$ cat src/rtl/rpfa_pkg.sv
package rpfa_pkg;

  localparam int DEF_MAX_PAGES  = 32768;
  localparam int DEF_COUNT_BITS = 16;
  localparam int QUEUE_DEPTH    = 2;

  localparam int CMD_W       = 3;
  localparam int PAGE_W      = 15;
  localparam int COUNT_OUT_W = 16;
  localparam int STATUS_W    = 3;

  localparam logic [CMD_W-1:0] CMD_ALLOC = 3'd0;
  localparam logic [CMD_W-1:0] CMD_FREE  = 3'd1;
  localparam logic [CMD_W-1:0] CMD_INC   = 3'd2;
  localparam logic [CMD_W-1:0] CMD_DEC   = 3'd3;
  localparam logic [CMD_W-1:0] CMD_READ  = 3'd4;

  localparam logic [STATUS_W-1:0] ST_OK        = 3'd0;
  localparam logic [STATUS_W-1:0] ST_OOM       = 3'd1;
  localparam logic [STATUS_W-1:0] ST_BAD_FRAME = 3'd2;
  localparam logic [STATUS_W-1:0] ST_SATURATED = 3'd3;
  localparam logic [STATUS_W-1:0] ST_OVERFLOW  = 3'd4;

  typedef struct packed {
    logic [CMD_W-1:0]  cmd;
    logic [PAGE_W-1:0] page_index;
  } in_item_t;

  typedef struct packed {
    logic [STATUS_W-1:0]    status;
    logic [PAGE_W-1:0]      frame_out;
    logic [COUNT_OUT_W-1:0] count_out;
    logic                   returned_to_pool;
  } out_item_t;

  typedef enum logic [2:0] {
    OP_ALLOC,
    OP_FREE,
    OP_INC,
    OP_DEC,
    OP_READ
  } op_t;

  typedef struct packed {
    op_t               op;
    logic              bad;
    logic [PAGE_W-1:0] idx;
  } job_t;

  typedef enum logic [1:0] {
    BK_CLEAR,
    BK_IDLE,
    BK_EXEC
  } bk_state_t;

endpackage

$ cat src/rtl/rpfa_front.sv
module rpfa_front #(
  parameter int MAX_PAGES = rpfa_pkg::DEF_MAX_PAGES
) (
  input  logic               clk,
  input  logic               rst_n,
  input  logic               in_valid,
  output logic               in_stall,
  input  rpfa_pkg::in_item_t in_data,
  input  logic               clearing,
  output logic               push,
  output rpfa_pkg::job_t     push_job,
  input  logic               q_full
);

  logic           hold_valid_r;
  logic           hold_valid_nxt;
  rpfa_pkg::job_t hold_job_r;
  rpfa_pkg::job_t hold_job_nxt;
  rpfa_pkg::job_t dec_job;
  logic           accept;

  always_comb begin
    dec_job.idx = in_data.page_index;
    unique case (in_data.cmd)
      rpfa_pkg::CMD_ALLOC: dec_job.op = rpfa_pkg::OP_ALLOC;
      rpfa_pkg::CMD_FREE:  dec_job.op = rpfa_pkg::OP_FREE;
      rpfa_pkg::CMD_INC:   dec_job.op = rpfa_pkg::OP_INC;
      rpfa_pkg::CMD_DEC:   dec_job.op = rpfa_pkg::OP_DEC;
      rpfa_pkg::CMD_READ:  dec_job.op = rpfa_pkg::OP_READ;
      default:             dec_job.op = rpfa_pkg::OP_READ;
    endcase
    dec_job.bad = (in_data.cmd != rpfa_pkg::CMD_ALLOC) &&
                  (32'(in_data.page_index) >= 32'(MAX_PAGES));
  end

  assign in_stall = clearing || (hold_valid_r && q_full);
  assign accept   = in_valid && !in_stall;
  assign push     = hold_valid_r && !q_full;
  assign push_job = hold_job_r;

  always_comb begin
    hold_valid_nxt = hold_valid_r;
    hold_job_nxt   = hold_job_r;
    if (push) begin
      hold_valid_nxt = 1'b0;
    end
    if (accept) begin
      hold_valid_nxt = 1'b1;
      hold_job_nxt   = dec_job;
    end
  end

  always_ff @(posedge clk) begin
    if (!rst_n) begin
      hold_valid_r <= 1'b0;
    end else begin
      hold_valid_r <= hold_valid_nxt;
    end
    hold_job_r <= hold_job_nxt;
  end

endmodule

$ cat config.mk
export PLATFORM = sky130hd
export DESIGN_NAME = rpfa_front
export DESIGN_NICKNAME = d
export VERILOG_FILES = /design/src/rtl/rpfa_pkg.sv /design/src/rtl/rpfa_front.sv
export SDC_FILE = /design/constraint.sdc
export NUM_CORES = 1
export LEC_CHECK = 0
export BUFFER_PORTS_ARGS = -buffer_cell sky130_fd_sc_hd__buf_2
export CAP_MARGIN = 20
export CORE_MARGIN = 10
export CORE_UTILIZATION = 41
export CTS_BUF_LIST = sky130_fd_sc_hd__clkbuf_16
export DETAILED_ROUTE_END_ITERATION = 12
export PLACE_DENSITY = 0.84
export SETUP_SLACK_MARGIN = 0.3
export SLEW_MARGIN = 15
export SYNTH_ARGS = -nofsm -noshare
export SYNTH_HDL_FRONTEND = slang
export SYNTH_SLANG_ARGS = --single-unit
$ cat constraint.sdc
create_clock -name clk -period 3.47 [get_ports clk]
set_clock_uncertainty 0.2 [all_clocks]
set_input_delay 0.694 -clock clk [delete_from_list [all_inputs] [get_ports clk]]
set_output_delay 0.694 -clock clk [all_outputs]
set_load 0.03 [all_outputs]
==> results of run 1 <==
-- layout make-up --
class | instances | area, um2 | share of cell area, %
clock buffers | 3 | 75.1 | 7.99
flip-flops and latches | 19 | 561 | 59.7
well taps | 16 | 20.0 | 2.13
multi-input cells | 9 | 62.6 | 6.66
repair buffers | 43 | 218 | 23.2
clock inverters | 1 | 3.75 | 0.399
-- cell usage in the layout (no fill, tap or decap) --
cell type | Yosys | final
inv_1 | 0 | 1
edfxtp_1 | 18 | 18
buf_2 | 0 | 42
nand2b_4 | 1 | 1
buf_4 | 1 | 1
nand2_1 | 1 | 1
a21boi_2 | 1 | 1
clkbuf_16 | 0 | 3
nor2b_1 | 3 | 3
nand2b_1 | 1 | 1
a21oi_1 | 1 | 1
dfxtp_1 | 1 | 1
conb_1 | 1 | 1
-- final timing paths --
kind	end	slack, ns	depth (start not counted)
min	hold_valid_r$_SDFFE_PN0P_	0.31	2
min reg2reg	hold_valid_r$_SDFFE_PN0P_	0.31	2
max	in_stall	1.44	4
max reg2reg	push_job[14]$_DFFE_PP_	2.27	2
-- power groups by stage --
| stage | clock network (W) | registers (W) | logic (W) |
|---|---|---|---|
| final | 0.000225 | 0.000265 | 0.0000535 |
| after global routing | 0.000240 | 0.000266 | 0.0000578 |
| after CTS | 0.000231 | 0.000265 | 0.0000545 |
| after detailed placement | 0 | 0.000270 | 0.0000544 |
| after global placement | 0 | 0.000270 | 0.0000533 |
| after floorplan | 0 | 0.000289 | 0.0000122 |
-- through the flow --
step / hold slack [ns] / cell area [um2]
2_1_floorplan: 0.270 / 634
3_3_place_gp: 0.287 / 861
3_5_place_dp: 0.303 / 861
4_1_cts: 0.310 / 940
5_1_grt: 0.358 / 940
6_report: 0.306 / 940
-- cells in the mapped netlist --
cell type	number	share of area, %
nand2_1	1	0.59
a21oi_1	1	0.79
clkbuf_1	1	0.59
nand2b_4	1	2.2
dfxtp_1	1	3.2
nand2b_1	1	0.99
conb_1	1	0.59
buf_4	1	1.2
a21boi_2	1	1.8
edfxtp_1	18	85
nor2b_1	3	3.0
-- sequential cells by signal, indices dropped and copies added, names as in the netlist --
register / count
hold_valid_r: 1
push_job: 18
-- worst register-to-register path: cells and delay by family, from the launching register on --
family | cells | cell delay (ns)
AO/OA/AOI/OAI | 1 | 0.12
buffers and inverters | 1 | 0.26
flip-flops | 1 | 0.32
-- kinds of logic after synthesis --
group / count (synthesis) / share of synthesized area, %
AO/OA/AOI/OAI: 2 / 2.56
buffers and inverters: 2 / 1.78
flip-flops: 19 / 88.4
other: 1 / 0.591
AND/OR/NAND/NOR: 6 / 6.71
-- layer usage --
metal / wire [um] / track usage (%) / vias to the layer above
met1: 537 / 8.03 / 174
met3: 354 / 8.15 / 0
li1: - / - / 195
met2: 515 / 10.5 / 40
met5: 0 / 0 / -
met4: 0 / 1.97 / 0
==> results.toml, run 1 <==
[die]
start_util_pct = 42.6
fp.dieH_um = 59.3
ios = 44
fp.coreArea_mm2 = 0.00149
dieArea_mm2 = 0.00352
die_w_um = 59.3
rows = 14

[setup_path]
worstPathCellList = "buf_2, nand2_1, nand2b_1, buf_2"
critPathRequiredTime_ns = 2.58
critical_path.max_stage_delay_ns = 0.19
critPathTopFamily = "buffers and inverters"
slowest_stage = "buf_2"
end_kind = "output pin"
startpoint = "q_full"
criticalPathCategory = "input port to output pin"
cp_max_fo = 3
setup.worst_path.start_class = "input port"
cp.arrival_ns = 1.13
reg2reg_from = "hold_valid_r$_SDFFE_PN0P_"
crit_buf_inv = 2
critPathMostFrequentCell = "buf_2"

[yosys]
synthesis.nets = 53
syn-cell-area_um2 = 634
syn-instance-count = 30
ys_seq_area_share_pct = 88.4
synth_cell_types = 11
postSynthAreaPerCell_um2 = 21.1
ys_ff_latch = 19
ys_warn_count = 0

[pwr]
switchingPower_w = 0.000109
finalPower_w = 0.000543
clockPowerShare_pct = 41.3
p_leak_nw = 0.418
p_int_w = 0.000435
ir_drop_uv = 335
p_sw_share_pct = 20.0
p_comb_share_pct = 9.8
seqPwrFrac_pct = 48.8
power_density_mw_per_mm2 = 578

[global_route]
grt_pass1_wl_um = 2080
grt_pass1_vias = 463
overflow = 0
antenna_found_initial = 0
grt_use_total_pct = 7.77
grt_max_degree = 19

[clock_tree]
cts_buffer_depth = 2
cts_buffers = 3
cts_setup_buffers = 0
root_buffer = "clkbuf_16"
cts_hold_buffers = 0
tritoncts = "built"
ctsHtreeMaxLevel = 1
numClockSinks = 19
cts_resized = 0
clkLatencyLatePin_ns = 0.24
clkTransAtPathRegs_ns = 0.05

[layout]
diodes = 0
final_nets = 99
layoutNonFillerInstCount = 91
utilization_pct = 63.1
fillers = 114
drive_gt1_share_pct = 64.0
areaGrowthSynthToFinish_pct = 48.1

[placement]
hpwl_um = 1200
dp_cells = 87
post-place-ws_ns = 1.44
io_buffers = 42
gp_congestion = 0.682

[timing]
max_freq_mhz = 494
fin_tns_setup_ns = 0
fin_crit_sh_pct = 58.4
finalHoldViolCount = 0
setup_viol = 0
fin_crit_ns = 2.03
grt_setup_unrepaired = "false"
worst_slack_ns = 1.44
drv_slew = 0

[hold_path]
hold_path.class = "register to register"
min_from = "hold_valid_r$_SDFFE_PN0P_"

[detailed_routing]
post_drt_wl_per_cell_um = 15.5
drcViolationCount = 0
vias = 409
dr.first_iter.drc_count = 3
ant_nets = 0
routed_wl_um = 1410
dr.pass1.iters = 2
vias_per_cell = 4.49

[run]
cap_violations = 0

[run_status]
outcome = "complete, no violations"
Note: power is estimated with default switching activity, not from simulation.
==> run 2: changes to the inputs <==
--- a/config.mk
+++ b/config.mk
@@ -5,13 +5,14 @@
 export SDC_FILE = /design/constraint.sdc
 export NUM_CORES = 1
 export LEC_CHECK = 0
+export ABC_AREA = 1
 export BUFFER_PORTS_ARGS = -buffer_cell sky130_fd_sc_hd__buf_2
 export CAP_MARGIN = 20
 export CORE_MARGIN = 10
-export CORE_UTILIZATION = 41
+export CORE_UTILIZATION = 38
 export CTS_BUF_LIST = sky130_fd_sc_hd__clkbuf_16
 export DETAILED_ROUTE_END_ITERATION = 12
-export PLACE_DENSITY = 0.84
+export PLACE_DENSITY = 0.79
 export SETUP_SLACK_MARGIN = 0.3
 export SLEW_MARGIN = 15
 export SYNTH_ARGS = -nofsm -noshare
==> constraint.sdc (replaced) <==
create_clock -name clk -period 2.1 [get_ports clk]
set_clock_uncertainty 0.2 [all_clocks]
set_input_delay 0.42 -clock clk [delete_from_list [all_inputs] [get_ports clk]]
set_output_delay 0.42 -clock clk [all_outputs]
set_load 0.03 [all_outputs]
==> results.toml, run 2 <==
[run_status]
outcome = "complete, no violations"

[yosys]
postSynthAreaPerCell_um2 = 17.7
synthesis.nets = 59
synthTopCellsByCount = "edfxtp_1, inv_1, nor2_1"
synth_edf_count = 18
ys_ff_latch = 19
syn-instance-count = 36
synth_ff_type = "edfxtp_1"
ys_seq_area_share_pct = 87.8
synthTopCellsByArea = "edfxtp_1, inv_1, dfxtp_1, nor2_1, nand2_2"
synth_cell_types = 10
syn-cell-area_um2 = 638
ys_warn_count = 0
synth_top_area_share_pct = 84.7
synth_largest_area_cell = "edfxtp_1"
async_flop_share_pct = 0
synth.most_common_cell = "edfxtp_1"

[setup_path]
critical_path.max_stage_delay_ns = 0.34
cp_max_fo = 2
critPathMostFrequentCell = "nand2_2"
critPathRequiredTime_ns = 1.48
setup.worst_path.start_class = "register"
cp.arrival_ns = 0.95
end_kind = "output pin"
worstPathCellList = "nand2_2, nand2_2, buf_2"
slowest_stage = "dfxtp_1"
criticalPathCategory = "register to output pin"
critPathTopFamily = "flip-flops"
r2r_setup_slack_ns = 0.81
crit_buf_inv = 1

[timing]
max_freq_mhz = 635
worst_slack_ns = 0.526
holdWs_ns = 0.149
finalHoldViolCount = 0
fin_crit_ns = 1.57
fin_crit_sh_pct = 75.0
drv_slew = 0
grt_setup_unrepaired = "false"
fin_tns_setup_ns = 0
setup_viol = 0

[pwr]
p_leak_nw = 0.443
power_density_mw_per_mm2 = 952
clockPowerShare_pct = 41.3
switchingPower_w = 0.000183
seqPwrFrac_pct = 48.6
p_sw_share_pct = 20.3
ir_drop_uv = 443
p_comb_share_pct = 10.0
p_int_w = 0.000719

[global_route]
grt_pass1_wl_um = 1960
grtUsageMet3_pct = 3.97
met2_usage_pct = 11.2
grt_max_degree = 19
busiest_layer = "met2"
grt_use_total_pct = 7.33
grtUsageMet1_pct = 6.10
grt_pass1_vias = 432
overflow = 0
antenna_found_initial = 0

[die]
rows = 14
die_w_um = 61.0
start_util_pct = 41.4
dieArea_mm2 = 0.00372
ios = 44
fp.dieH_um = 61.0
fp.coreArea_mm2 = 0.00154

[placement]
gp_congestion = 0.627
placed_area_um2 = 867
hpwl_um = 1290
io_buffers = 42
post-place-ws_ns = 0.580

[detailed_routing]
dr.pass1.iters = 4
routed_wl_um = 1530
vias_per_cell = 4.44
ant_nets = 0
vias = 431
dr.first_iter.drc_count = 8
post_drt_wl_per_cell_um = 15.8
drcViolationCount = 0

[run]
cap_violations = 0

[layout]
diodes = 0
layout_commonest_cell = "buf_2"
drive_gt1_share_pct = 63.0
mostFrequentLayoutCells = "buf_2, edfxtp_1, inv_1, nor2_1, clkbuf_16"
areaGrowthSynthToFinish_pct = 48.4
final_area_um2 = 947
final_nets = 105
largest_reg_flops = 18

[clock_tree]
cts_hold_buffers = 0
numClockSinks = 19
tritoncts = "built"
cts_resized = 0
clkTransAtPathRegs_ns = 0.05
root_buffer = "clkbuf_16"
cts_buffers = 3
cts_buffer_depth = 2
cts_setup_buffers = 0
ctsHtreeMaxLevel = 1
clkLatencyLatePin_ns = 0.24

[hold_path]
hold_path.class = "input port to register"
-- run 2: metrics by stage --
step | std cells | power (W) | util [%]
finish | 97 | 0.000902 | 61.4
global route | 97 | 0.000929 | 61.4
CTS | 97 | 0.000914 | 61.4
detailed placement | 93 | 0.000538 | 56.3
global placement | 93 | 0.000534 | 56.3
floorplan | 36 | 0.000499 | -
-- run 2: path summary, 6_finish.rpt --
check | to | cells past startpoint | from
worst min-delay path | push_job[6]$_DFFE_PP_ | 1 | in_data[6]
worst max register to register | push_job[16]$_DFFE_PP_ | 4 | hold_valid_r$_SDFFE_PN0P_
worst min register to register | hold_valid_r$_SDFFE_PN0P_ | 4 | hold_valid_r$_SDFFE_PN0P_
worst max-delay path | in_stall | 3 | hold_valid_r$_SDFFE_PN0P_
-- run 2: power by group through the flow --
stage                     registers [W]  logic [W]  clock network, W
after global placement         0.000446  0.0000885                 0
after floorplan                0.000478  0.0000211                 0
after detailed placement       0.000446  0.0000917                 0
final                          0.000439  0.0000905          0.000373
after CTS                      0.000439  0.0000919          0.000383
after global routing           0.000440  0.0000969          0.000393
-- run 2: metal layers --
metal | vias up | part of all wire [%]
li1 | 209 | -
met1 | 185 | 34
met2 | 33 | 45
met3 | 4 | 17
met4 | 0 | 3.6
met5 | - | 0
-- run 2: cell type report --
| cell class | instances | area [um2] |
|---|---|---|
| Tap cell | 16 | 20.0 |
| Clock inverter | 1 | 5.00 |
| Multi-Input combinational cell | 9 | 46.3 |
| Fill cell | 123 | 594 |
| Inverter | 6 | 22.5 |
| Sequential cell | 19 | 561 |
| Clock buffer | 3 | 75.1 |
| Timing Repair Buffer | 43 | 218 |
-- run 2: cells by family (layout without fill, tap and decap cells) --
| group | after synthesis | count (layout) | share of synthesized area, % |
|---|---|---|---|
| DFF | 19 | 19 | 87.8 |
| buffers and inverters | 8 | 53 | 5.29 |
| other | 1 | 1 | 0.588 |
| and+or+nand+nor | 7 | 7 | 4.90 |
| AOI/OAI and AO/OA | 1 | 1 | 1.37 |
