==> src/rtl/rpfa_pkg.sv <==
package rpfa_pkg;

  localparam int DEF_MAX_PAGES  = 32768;
  localparam int DEF_COUNT_BITS = 16;
  localparam int QUEUE_DEPTH    = 2;

  localparam int CMD_W       = 3;
  localparam int PAGE_W      = 15;
  localparam int COUNT_OUT_W = 16;
  localparam int STATUS_W    = 3;

  localparam logic [CMD_W-1:0] CMD_ALLOC = 3'd0;
  localparam logic [CMD_W-1:0] CMD_FREE  = 3'd1;
  localparam logic [CMD_W-1:0] CMD_INC   = 3'd2;
  localparam logic [CMD_W-1:0] CMD_DEC   = 3'd3;
  localparam logic [CMD_W-1:0] CMD_READ  = 3'd4;

  localparam logic [STATUS_W-1:0] ST_OK        = 3'd0;
  localparam logic [STATUS_W-1:0] ST_OOM       = 3'd1;
  localparam logic [STATUS_W-1:0] ST_BAD_FRAME = 3'd2;
  localparam logic [STATUS_W-1:0] ST_SATURATED = 3'd3;
  localparam logic [STATUS_W-1:0] ST_OVERFLOW  = 3'd4;

  typedef struct packed {
    logic [CMD_W-1:0]  cmd;
    logic [PAGE_W-1:0] page_index;
  } in_item_t;

  typedef struct packed {
    logic [STATUS_W-1:0]    status;
    logic [PAGE_W-1:0]      frame_out;
    logic [COUNT_OUT_W-1:0] count_out;
    logic                   returned_to_pool;
  } out_item_t;

  typedef enum logic [2:0] {
    OP_ALLOC,
    OP_FREE,
    OP_INC,
    OP_DEC,
    OP_READ
  } op_t;

  typedef struct packed {
    op_t               op;
    logic              bad;
    logic [PAGE_W-1:0] idx;
  } job_t;

  typedef enum logic [1:0] {
    BK_CLEAR,
    BK_IDLE,
    BK_EXEC
  } bk_state_t;

endpackage

==> src/rtl/rpfa_queue.sv <==
module rpfa_queue (
  input  logic           clk,
  input  logic           rst_n,
  input  logic           push,
  input  rpfa_pkg::job_t push_job,
  output logic           full,
  input  logic           pop,
  output logic           valid,
  output rpfa_pkg::job_t pop_job
);

  localparam int PTR_W = $clog2(rpfa_pkg::QUEUE_DEPTH);
  localparam int CNT_W = $clog2(rpfa_pkg::QUEUE_DEPTH + 1);

  rpfa_pkg::job_t   slot_r [rpfa_pkg::QUEUE_DEPTH];
  logic [PTR_W-1:0] wr_ptr_r;
  logic [PTR_W-1:0] wr_ptr_nxt;
  logic [PTR_W-1:0] rd_ptr_r;
  logic [PTR_W-1:0] rd_ptr_nxt;
  logic [CNT_W-1:0] cnt_r;
  logic [CNT_W-1:0] cnt_nxt;

  assign full    = (cnt_r == CNT_W'(rpfa_pkg::QUEUE_DEPTH));
  assign valid   = (cnt_r != '0);
  assign pop_job = slot_r[rd_ptr_r];

  always_comb begin
    wr_ptr_nxt = wr_ptr_r;
    rd_ptr_nxt = rd_ptr_r;
    cnt_nxt    = cnt_r;
    if (push) begin
      wr_ptr_nxt = (wr_ptr_r == PTR_W'(rpfa_pkg::QUEUE_DEPTH - 1)) ? '0 : wr_ptr_r + 1'b1;
    end
    if (pop) begin
      rd_ptr_nxt = (rd_ptr_r == PTR_W'(rpfa_pkg::QUEUE_DEPTH - 1)) ? '0 : rd_ptr_r + 1'b1;
    end
    if (push && !pop) begin
      cnt_nxt = cnt_r + 1'b1;
    end else if (pop && !push) begin
      cnt_nxt = cnt_r - 1'b1;
    end
  end

  always_ff @(posedge clk) begin
    if (!rst_n) begin
      wr_ptr_r <= '0;
      rd_ptr_r <= '0;
      cnt_r    <= '0;
    end else begin
      wr_ptr_r <= wr_ptr_nxt;
      rd_ptr_r <= rd_ptr_nxt;
      cnt_r    <= cnt_nxt;
    end
    if (push) begin
      slot_r[wr_ptr_r] <= push_job;
    end
  end

endmodule

==> config.mk <==
export PLATFORM = sky130hd
export DESIGN_NAME = rpfa_queue
export DESIGN_NICKNAME = d
export VERILOG_FILES = /design/src/rtl/rpfa_pkg.sv /design/src/rtl/rpfa_queue.sv
export SDC_FILE = /design/constraint.sdc
export NUM_CORES = 1
export LEC_CHECK = 0
export ABC_AREA = 1
export BUFFER_PORTS_ARGS = -buffer_cell sky130_fd_sc_hd__buf_2
export CORE_MARGIN = 8
export CORE_UTILIZATION = 51
export CTS_CLUSTER_DIAMETER = 80
export DETAILED_ROUTE_END_ITERATION = 10
export PLACE_DENSITY = 0.86
export SYNTH_ARGS = -nofsm -noshare
export SYNTH_HDL_FRONTEND = slang
export SYNTH_SLANG_ARGS = --single-unit
export TNS_END_PERCENT = 1
==> constraint.sdc <==
create_clock -name clk -period 2.3 [get_ports clk]
set_clock_uncertainty 0.15 [all_clocks]
set_input_delay 0.23 -clock clk [delete_from_list [all_inputs] [get_ports clk]]
set_output_delay 0.23 -clock clk [all_outputs]
set_load 0.05 [all_outputs]
==> results of run 1 <==
[logic make-up after synthesis]
family / after synthesis
compound gates: 2
fa+ha+maj: 1
mux: 19
flops: 43
simple gates: 19
buf+inv: 10
[cell usage after synthesis (all sizes together)]
cell,instances
a21oi,1
buf,2
dfxtp,5
edfxtp,38
ha,1
inv,8
mux2,19
nand2,9
nand3,1
nand4,1
nor2,8
o21ai,1
[state kept, by name (all words and copies together) (netlist names), named ones only]
register,flops
cnt_r,2
wr_ptr_r,1
slot_r,38
rd_ptr_r,1
[worst min-delay path, delay by kind of cell]
family / cells / cell delay [ps]
simple gates: 2 / 130
buf+inv: 1 / 120
[timing repair]
item	in CTS	in global routing
hold buffers	20	0
endpoints found under the hold margin	40	0
setup buffers	0	0
[worst max-delay path by stage]
| stage | to | slack, ps | depth (start not counted) |
|---|---|---|---|
| floorplan | slot_r[0][0]$_DFFE_PP_ | 610 | 1 |
| global placement | pop_job[3] | 630 | 3 |
| detailed placement | pop_job[1] | 610 | 3 |
| CTS | pop_job[1] | 210 | 3 |
| global route | pop_job[3] | 120 | 3 |
| finish | pop_job[3] | 230 | 3 |
[layer usage]
layer | wire, microns | track usage [%]
met1 | 1240 | 13.2
met2 | 1480 | 19.0
met3 | 219 | 6.32
met4 | 122 | 8.00
met5 | 0 | 0
[layout make-up]
type	instances	share of cell area, %
tap	44	2.54
inverter	8	1.39
clock inverter	1	0.231
multi-input combinational	41	16.2
sequential	43	57.3
clock buffer	7	2.08
timing repair buffer	66	20.2
[through the flow]
step           util [%]  total power [mW]
4_1_cts            70.4              1.58
6_report           70.4              1.57
3_5_place_dp       62.2              1.23
5_1_grt            70.4              1.64
2_1_floorplan         -              1.15
3_3_place_gp       62.2              1.21
[report_power, final]
part | switching, mW | internal, mW | total (mW)
clock | 0.220 | 0.119 | 0.340
combinational | 0.206 | 0.112 | 0.318
sequential | 0.0161 | 0.897 | 0.913
==> summary.md, run 1 <==
| Metric | Value |
|---|---|
| Status | finished clean |
| Worst setup EP type | primary output |
| Deepest clock path buffer count | 2 |
| Sequential area share after synthesis | 75.2% |
| Final HPWL DP | 2130 microns |
| Area leader, netlist | edfxtp_1 |
| Pre-CTS setup slack | 610 ps |
| R2R Setup Slk | 790 ps |
| Final Hold Viols | 0 |
| Setup TNS | 0 ps |
| Post-synth top area share | 69.1% |
| Worst Path Class, Setup | register to primary output |
| Share of post-route cells with drive strength above 1 | 43.4% |
| Worst R2R Start | wr_ptr_r$_SDFFE_PN0P_ |
| Compound-gate portion of the synthesized area | 0.606% |
| Initial DRT Pass Iterations | 4 |
| Max-cap viol count | 0 |
| Final min period | 2070 ps |
| CP Buf/Inv Count | 2 |
| Post-synthesis mux area share | 15.2% |
| RR Endpoint | slot_r[1][14]$_DFFE_PP_ |
| Commonest non-fill, non-tap cells in the layout | buf_2 (43), edfxtp_1 (38), dlygate4sd3_1 (20), mux2_4 (10) |
| Nets | 189 |
| Starting Density | 53.7% |
| Final Max Tran Viols | 0 |
| Area of the multi-input gates | 352 sq um |
| Synthesized flop and latch total | 43 |
| Hold Crit Start | push |
| Post-Syn Nets | 118 |
| Total wire length | 3070 microns |
| Largest family of logic cells by synthesized area | multiplexers |
| Post-route insts no fill | 210 |
| FMAX | 0.484 GHz |
| Clock Latency Late Sink | 340 ps |
| DR vias/cell | 4.63 |
| Commonest non-fill, non-tap cell in the layout | buf_2 |
| Slew @ Worst Pin | 734 ps |
| Worst path max stage delay | 540 ps |
| Routability cong. | 0.663 |
| CP startpoint kind | register |
| Critical-path cell list | buf_4 > mux2_2 > buf_2 |
| Antenna violations before repair | 0 |
| Post-synthesis adder-cell area fraction | 0.758% |
| Fillcell total | 219 |
| Largest net degree at the start of global routing | 20 |
| Gr ovfl total | 0 |
| Ports | 44 |
| Tcrit/Tclk final | 89.8% |
| Die X | 72.9 microns |
| Final Cell Area | 2170 sq um |
| CTS tree | done |
| First-pass GRT wire length | 4870 microns |
| Hold Path Sink | wr_ptr_r$_SDFFE_PN0P_ |
| VDD IR-drop max | 0.000386 V |
| Reg2reg path depth | 2 |
| PwrDens | 725 nW/um^2 |
| Setup ws final | 234 ps |
| Netlist cell types | 14 |
| CTS H-tree depth | 2 |
| Critical Path RT | 1920 ps |
| RSZ-0062 raised after global routing | false |
| Hold-critical path depth | 3 |
| Core area | 3080 sq um |
| Leak | 0.902 nW |
| WHS | 17.1 ps |
| Die area | 5320 sq um |
| All-Layer GR Usage | 12.4% |
| CTS sink cnt | 43 |
| Ys Warns | 0 |
| CP top delay family | flip-flops |
| WL/cell | 14.6 microns |
| Cells after Synth | 94 |
| Post-CTS sizing | 0 |
| Initial DRC count | 43 |
| Antenna cells | 0 |
| Slew headroom | 51.0% |
| Die Y | 72.9 microns |
| Cells after DPL | 182 |
| Largest cells by area after synthesis | edfxtp_1 (69%), mux2_4 (9.1%), mux2_2 (6.1%) |
| Slowest cell on crit path | dfxtp_1 |
| DRC | 0 |
| IO Port Bufs | 43 |
| Post-DRT Antenna Nets | 0 |
| Register area | 1240 sq um |
| Reg clk slew, reported paths | 110 ps |
| Post-Syn Area | 1650 sq um |
| Cts bufs inserted | 5 |
| Vias in the first global route | 1,023 |
| Post-synthesis xor/xnor area fraction | 0% |
| Placed cell area | 1920 sq um |
| Simple-gate area share of the yosys netlist | 4.55% |
| Vias post-DR | 973 |
| Core Rows | 20 |
| Clock root cell | clkbuf_4 |
| Worst-path fanout max | 8 |
| Crit path arrival time | 1690 ps |
| Syn avg cell area | 17.6 sq um |
| Hold WC Path Type | input port to register |
| Final Setup Violations | 0 |
| Area grow syn2layout | 31.1% |
Note: power is estimated with default switching activity, not from simulation.
==> run 2, diff against run 1 <==
--- a/config.mk
+++ b/config.mk
@@ -7,11 +7,12 @@
 export LEC_CHECK = 0
 export ABC_AREA = 1
 export BUFFER_PORTS_ARGS = -buffer_cell sky130_fd_sc_hd__buf_2
+export CAP_MARGIN = 20
 export CORE_MARGIN = 8
-export CORE_UTILIZATION = 51
+export CORE_UTILIZATION = 25
 export CTS_CLUSTER_DIAMETER = 80
 export DETAILED_ROUTE_END_ITERATION = 10
-export PLACE_DENSITY = 0.86
+export PLACE_DENSITY = 0.52
 export SYNTH_ARGS = -nofsm -noshare
 export SYNTH_HDL_FRONTEND = slang
 export SYNTH_SLANG_ARGS = --single-unit
==> constraint.sdc (replaced) <==
create_clock -name clk -period 2.4 [get_ports clk]
set_clock_uncertainty 0.15 [all_clocks]
set_input_delay 0.24 -clock clk [delete_from_list [all_inputs] [get_ports clk]]
set_output_delay 0.24 -clock clk [all_outputs]
set_load 0.05 [all_outputs]
==> run 2 against run 1 <==
Setup slack gained 140 ps. Register-to-register slack improved by 40 ps. Worst hold slack better by 37 ps. Clock-buffer cell count is 1 lower. First-iteration DRC count shrank 14%. Largest cell class unchanged. Flip-flop and latch count unchanged. Cell count increased by 15%. Sequential share of layout area fell by 2.3 points.
==> summary.md, run 2 (synthesis results as in run 1) <==
| Metric | Value |
|---|---|
| Cts bufs inserted | 5 (unchanged) |
| Commonest non-fill, non-tap cell in the layout | buf_2 |
| Placed cell area | 1970 sq um (+2.8%) |
| Core Rows | 29 (+45%) |
| Reg clk slew, reported paths | 80 ps (-30 ps) |
| Status | finished clean |
| Area grow syn2layout | 36.7% |
| Clock power frac | 28.4% (+6.8 points) |
| Antenna violations before repair | 0 (unchanged) |
| DRC | 0 (unchanged) |
| Crit path arrival time | 1640 ps (-50 ps) |
| Final Max Tran Viols | 0 (unchanged) |
| Ports | 44 (unchanged) |
| Starting Density | 25.9% (-28 points) |
| RSZ-0062 raised after global routing | false |
| Worst path max stage delay | 590 ps (+50 ps) |
| Gr ovfl total | 0 (unchanged) |
| PwrDens | 731 nW/um^2 (+0.82%) |
| Final Setup Violations | 0 (unchanged) |
| Critical Path RT | 2010 ps (+90 ps) |
| Vias in the first global route | 1,078 (+5.4%) |
| Logic pwr share | 18.5% (-1.7 points) |
| Antenna cells | 0 (unchanged) |
| Tcrit/Tclk final | 84.5% |
| Clock root cell | clkbuf_8 |
| Max reg flops | 38 (unchanged) |
| Nets | 188 (-0.53%) |
| All-Layer GR Usage | 6.84% (-5.6 points) |
| CTS H-tree depth | 2 (unchanged) |
| Internal cell power | 1.20 mW (+6.6%) |
| Final Hold Viols | 0 (unchanged) |
| FMAX | 0.493 GHz |
| Total power | 1.65 mW (+5.1%) |
| Deepest clock path buffer count | 2 (unchanged) |
| Max-cap viol count | 0 (unchanged) |
| First-pass GRT wire length | 5180 microns (+6.2%) |
| CP startpoint kind | register |
| Initial DRC count | 37 (-14%) |
| Top flop regs | slot_r: 38 flops, cnt_r: 2 flops |
| Worst setup EP type | primary output |
| Worst Path Class, Setup | register to primary output |
| Setup TNS | 0 ps (unchanged) |
| Pre-CTS setup slack | 667 ps (+57.4 ps) |
| Total wire length | 3170 microns (+3.3%) |
| IO Port Bufs | 43 (unchanged) |
| Clock Latency Late Sink | 290 ps (-50 ps) |
| Net Sw Frac | 27.1% (-1.0 points) |
| WL/cell | 13.1 microns (-10%) |
| Layout Utilization | 35.4% (-35 points) |
| Critical-path cell list | buf_12 > mux2_2 > buf_2 |
| Slowest cell on crit path | dfxtp_1 |
| Share of post-route cells with drive strength above 1 | 44.8% (+1.5 points) |
| Initial DRT Pass Iterations | 4 (unchanged) |
| CTS sink cnt | 43 (unchanged) |
| DR vias/cell | 3.97 (-14%) |
| Vias post-DR | 961 (-1.2%) |
| Slew @ Worst Pin | 572 ps (-161 ps) |
| Die Y | 97.3 microns (+33%) |
| Final Cell Area | 2260 sq um (+4.3%) |
| Post-CTS sizing | 0 (unchanged) |
| Sequential Power Share | 53.0% (-5.1 points) |
| Final HPWL DP | 2410 microns (+13%) |
| Largest net degree at the start of global routing | 15 (-25%) |
| Slew headroom | 61.8% (+11 points) |
| Worst-path fanout max | 12 (+4) |
| P_sw | 0.448 mW (+1.3%) |
| Post-DRT Antenna Nets | 0 (unchanged) |
| CTS tree | done |
| VDD IR-drop max | 0.000279 V (-28%) |
| Die X | 97.3 microns (+33%) |
| Final min period | 2030 ps |
| Hold WC Path Type | input port to register |
| Routability cong. | 0.704 (+6.3%) |
| Leak | 0.919 nW (+2.0%) |
| Reg with most FFs | slot_r |
| Commonest non-fill, non-tap cells in the layout | buf_2 (43), edfxtp_1 (38), dlygate4sd3_1 (19), mux2_4 (10) |
| Core area | 6390 sq um (+110%) |
| Die area | 9460 sq um (+78%) |
| Setup ws final | 371 ps (+137 ps) |
## run 2: cell types whose count changed in the layout (fill, tap and decap cells not counted)
cell           change
buf_4              -1
clkbuf_1           -2
clkinvlp_4         +1
clkinv_2           -1
clkbuf_4           -5
dlygate4sd3_1      -1
clkbuf_8           +6
clkinv_4           +1
buf_12             +1
## run 2: repair_timing
| action | CTS | global route |
|---|---|---|
| setup buffers | 0 | 0 |
| endpoints found under the hold margin | 38 | 0 |
| hold buffers | 19 | 0 |
| endpoints found under the setup margin | 0 | 0 |
## run 2: area by class of cell
| cell class | instances | area, sq um |
|---|---|---|
| fill | 623 | 4130 |
| sequential | 43 | 1240 |
| timing repair buffer | 65 | 440 |
| multi-input combinational | 41 | 352 |
| tap | 77 | 96.3 |
| clock buffer | 6 | 82.6 |
| inverter | 8 | 30.0 |
| clock inverter | 2 | 16.3 |
## run 2: final timing paths
path,startpoint,endpoint,slack [ps],depth (start not counted)
min,rst_n,wr_ptr_r$_SDFFE_PN0P_,50,3
min reg2reg,rd_ptr_r$_SDFFE_PN0P_,rd_ptr_r$_SDFFE_PN0P_,360,2
max,register,pop_job[10],370,3
max reg2reg,wr_ptr_r$_SDFFE_PN0P_,slot_r[1][5]$_DFFE_PP_,830,3
## run 2: worst max-delay path: cells and delay by family (launching register included)
family,cells,cell delay (ps)
muxes,1,340
buffers and inverters,2,420
DFF,1,590
## run 2: layer usage
metal / routed length, microns / share of wire [%] / GRT usage [%]
met1: 1340 / 42 / 6.71
met2: 1470 / 46 / 11.4
met3: 325 / 10 / 4.27
met4: 43 / 1.4 / 2.80
met5: 0 / 0 / 0
## run 2: stage by stage
step                hold WS (ps)  std cells
finish                      53.7        242
global route                59.1        242
CTS                         42.3        242
detailed placement           283        215
global placement             280        215
floorplan                    189         94
## run 2: power groups by stage
stage                     combinational (mW)  clock, mW  sequential [mW]
final                                  0.306      0.470            0.876
after global routing                   0.327      0.524            0.880
after CTS                              0.312      0.492            0.877
after detailed placement               0.287          0            0.894
after global placement                 0.282          0            0.891
after floorplan                        0.219          0            0.886
==> run 3, diff against run 2 <==
==> constraint.sdc (replaced) <==
create_clock -name clk -period 1.9 [get_ports clk]
set_clock_uncertainty 0.15 [all_clocks]
set_input_delay 0.19 -clock clk [delete_from_list [all_inputs] [get_ports clk]]
set_output_delay 0.19 -clock clk [all_outputs]
set_load 0.05 [all_outputs]
==> run 3 against run 2 <==
Global-route usage hardly changed. Non-clock buffer count is 3 higher. Die area stayed put. Wire length is 0.50% higher. Critical endpoint unchanged. Combinational power is 28% higher. Largest power group unchanged. Clock power is 14% higher. Via count is 2.3% higher. Total power is 23% higher. Cell area is 0.11% lower. Clock-buffer cell count is 1 lower. Setup slack worse by 250 ps.
==> summary.md, run 3 (synthesis results as in run 1) <==
| Metric | Value |
|---|---|
| Antenna cells | 0 (unchanged) |
| Starting Density | 25.9% (unchanged) |
| Post-DRT Antenna Nets | 0 (unchanged) |
| Leak | 0.922 nW (+0.26%) |
| Sequential Power Share | 54.3% (+1.3 points) |
| WL/cell | 13.0 microns (-0.73%) |
| Worst setup EP type | primary output |
| Initial DRT Pass Iterations | 4 (unchanged) |
| Initial DRC count | 39 (+5.4%) |
| Postcts setup bufs | 0 (unchanged) |
| Vias in the first global route | 1,154 (+7.1%) |
| Worst-path fanout max | 12 (unchanged) |
| Total wire length | 3190 microns (+0.50%) |
| Antenna violations before repair | 0 (unchanged) |
| Final HPWL DP | 2430 microns (+1.2%) |
| Area grow syn2layout | 36.6% |
| Vias post-DR | 983 (+2.3%) |
| Critical-path cell list | buf_4 > mux2_2 > buf_2 |
| Slowest cell on crit path | mux2_2 |
| CTS H-tree depth | 2 (unchanged) |
| Worst Path Class, Setup | register to primary output |
| IO Port Bufs | 43 (unchanged) |
| Clock Latency Late Sink | 290 ps (about the same) |
| Hold WC Path Type | input port to register |
| Setup TNS | 0 ps (unchanged) |
| Crit path arrival time | 1440 ps (-200 ps) |
| Die area | 9460 sq um (unchanged) |
| Nets | 191 (+1.6%) |
| Reg with most FFs | slot_r |
| Critical Path RT | 1560 ps (-450 ps) |
| Tcrit/Tclk final | 93.7% |
| Deepest clock path buffer count | 2 (unchanged) |
| Fillcell total | 642 (+3.0%) |
| Slew @ Worst Pin | 328 ps (-244 ps) |
| Net Sw Frac | 27.3% (+0.15 points) |
| First-pass GRT wire length | 5200 microns (+0.39%) |
| Gr ovfl total | 0 (unchanged) |
| CTS tree | done |
| Die X | 97.3 microns (unchanged) |
| Routability cong. | 0.667 (-5.3%) |
| Core Rows | 29 (unchanged) |
| Ports | 44 (unchanged) |
| GR Layer Usage met2 | 12.1% (+0.73 points) |
| Max reg flops | 38 (unchanged) |
| Clock power frac | 26.3% (-2.1 points) |
| VDD IR-drop max | 0.000365 V (+31%) |
| PwrDens | 899 nW/um^2 (+23%) |
| Cts bufs inserted | 5 (unchanged) |
| FMAX | 0.562 GHz |
| Max-cap viol count | 0 (unchanged) |
| Hold_buf cts | 20 (+1) |
| Internal cell power | 1.47 mW (+23%) |
| Post-CTS sizing | 0 (unchanged) |
| DRC | 0 (unchanged) |
| Commonest non-fill, non-tap cells in the layout | buf_2 (43), edfxtp_1 (38), dlygate4sd3_1 (20), mux2_4 (10) |
| CP startpoint kind | register |
| Total power | 2.03 mW (+23%) |
| Met3 GRT Util | 3.41% (-0.85 points) |
| Final Hold Viols | 0 (unchanged) |
| Largest net degree at the start of global routing | 14 (-1) |
| Slew headroom | 78.1% (+16 points) |
| Logic pwr share | 19.3% (+0.8 points) |
| Share of post-route cells with drive strength above 1 | 44.0% (-0.80 points) |
| Final Max Tran Viols | 0 (unchanged) |
| Core area | 6390 sq um (unchanged) |
| Worst path max stage delay | 360 ps (-230 ps) |
| Top flop regs | slot_r: 38 flops, cnt_r: 2 flops |
| CTS sink cnt | 43 (unchanged) |
| Status | finished clean |
| RSZ-0062 raised after global routing | false |
| Die Y | 97.3 microns (unchanged) |
| P_sw | 0.553 mW (+23%) |
| Final Setup Violations | 0 (unchanged) |
| Final min period | 1780 ps |
| Reg clk slew, reported paths | 80 ps (about the same) |
| DR vias/cell | 4.01 (+1.0%) |
| GRT met1 Usage | 6.85% (+0.14 points) |
| Commonest non-fill, non-tap cell in the layout | buf_2 |
| Most Crowded Layer GR | met2 |
| Clock root cell | clkbuf_8 |
| All-Layer GR Usage | 6.83% (-0.012 points) |
run 3: power groups by stage:
stage | Sequential [mW] | Clock, mW | Combinational [mW]
after floorplan | 1.12 | 0 | 0.276
after global placement | 1.12 | 0 | 0.360
after detailed placement | 1.12 | 0 | 0.368
after CTS | 1.10 | 0.563 | 0.401
after global routing | 1.11 | 0.597 | 0.421
final | 1.10 | 0.534 | 0.392
run 3: final cells by class:
| type | count | area, sq um | share of cell area (%) |
|---|---|---|---|
| multi-input cells | 41 | 352 | 15.6 |
| flip-flops and latches | 43 | 1240 | 55.0 |
| repair buffers | 68 | 453 | 20.1 |
| clock inverters | 3 | 15.0 | 0.666 |
| well taps | 77 | 96.3 | 4.27 |
| inverters | 8 | 30.0 | 1.33 |
| clock buffers | 5 | 68.8 | 3.05 |
run 3: worst paths after layout:
kind	cells past startpoint	end	from	slack, ps
worst min-delay path	3	rd_ptr_r$_SDFFE_PN0P_	pop	20
worst min register to register	2	rd_ptr_r$_SDFFE_PN0P_	rd_ptr_r$_SDFFE_PN0P_	360
worst max-delay path	3	pop_job[10]	register	120
worst max register to register	3	slot_r[1][0]$_DFFE_PP_	wr_ptr_r$_SDFFE_PN0P_	450
run 3: routing by layer:
metal | up-vias | wire [microns]
met4 | 0 | 35
met5 | - | 0
met2 | 34 | 1590
li1 | 481 | -
met1 | 463 | 1320
met3 | 5 | 245
run 3: stage by stage:
stage	setup WS (ps)	area, sq um	util [%]	hold slack (ps)	cells
after global placement	439	1970	30.9	229	217
final	120	2260	35.3	23.1	245
after detailed placement	413	1970	30.9	236	217
after CTS	85.0	2260	35.3	9.94	245
after floorplan	214	1650	-	139	94
after global routing	49.3	2260	35.3	53.1	245
run 3: critical path, delay by kind of cell (launching register included):
kind | cells | cell delay [ps]
buffers and inverters | 2 | 460
flip-flops | 1 | 340
multiplexers | 1 | 360
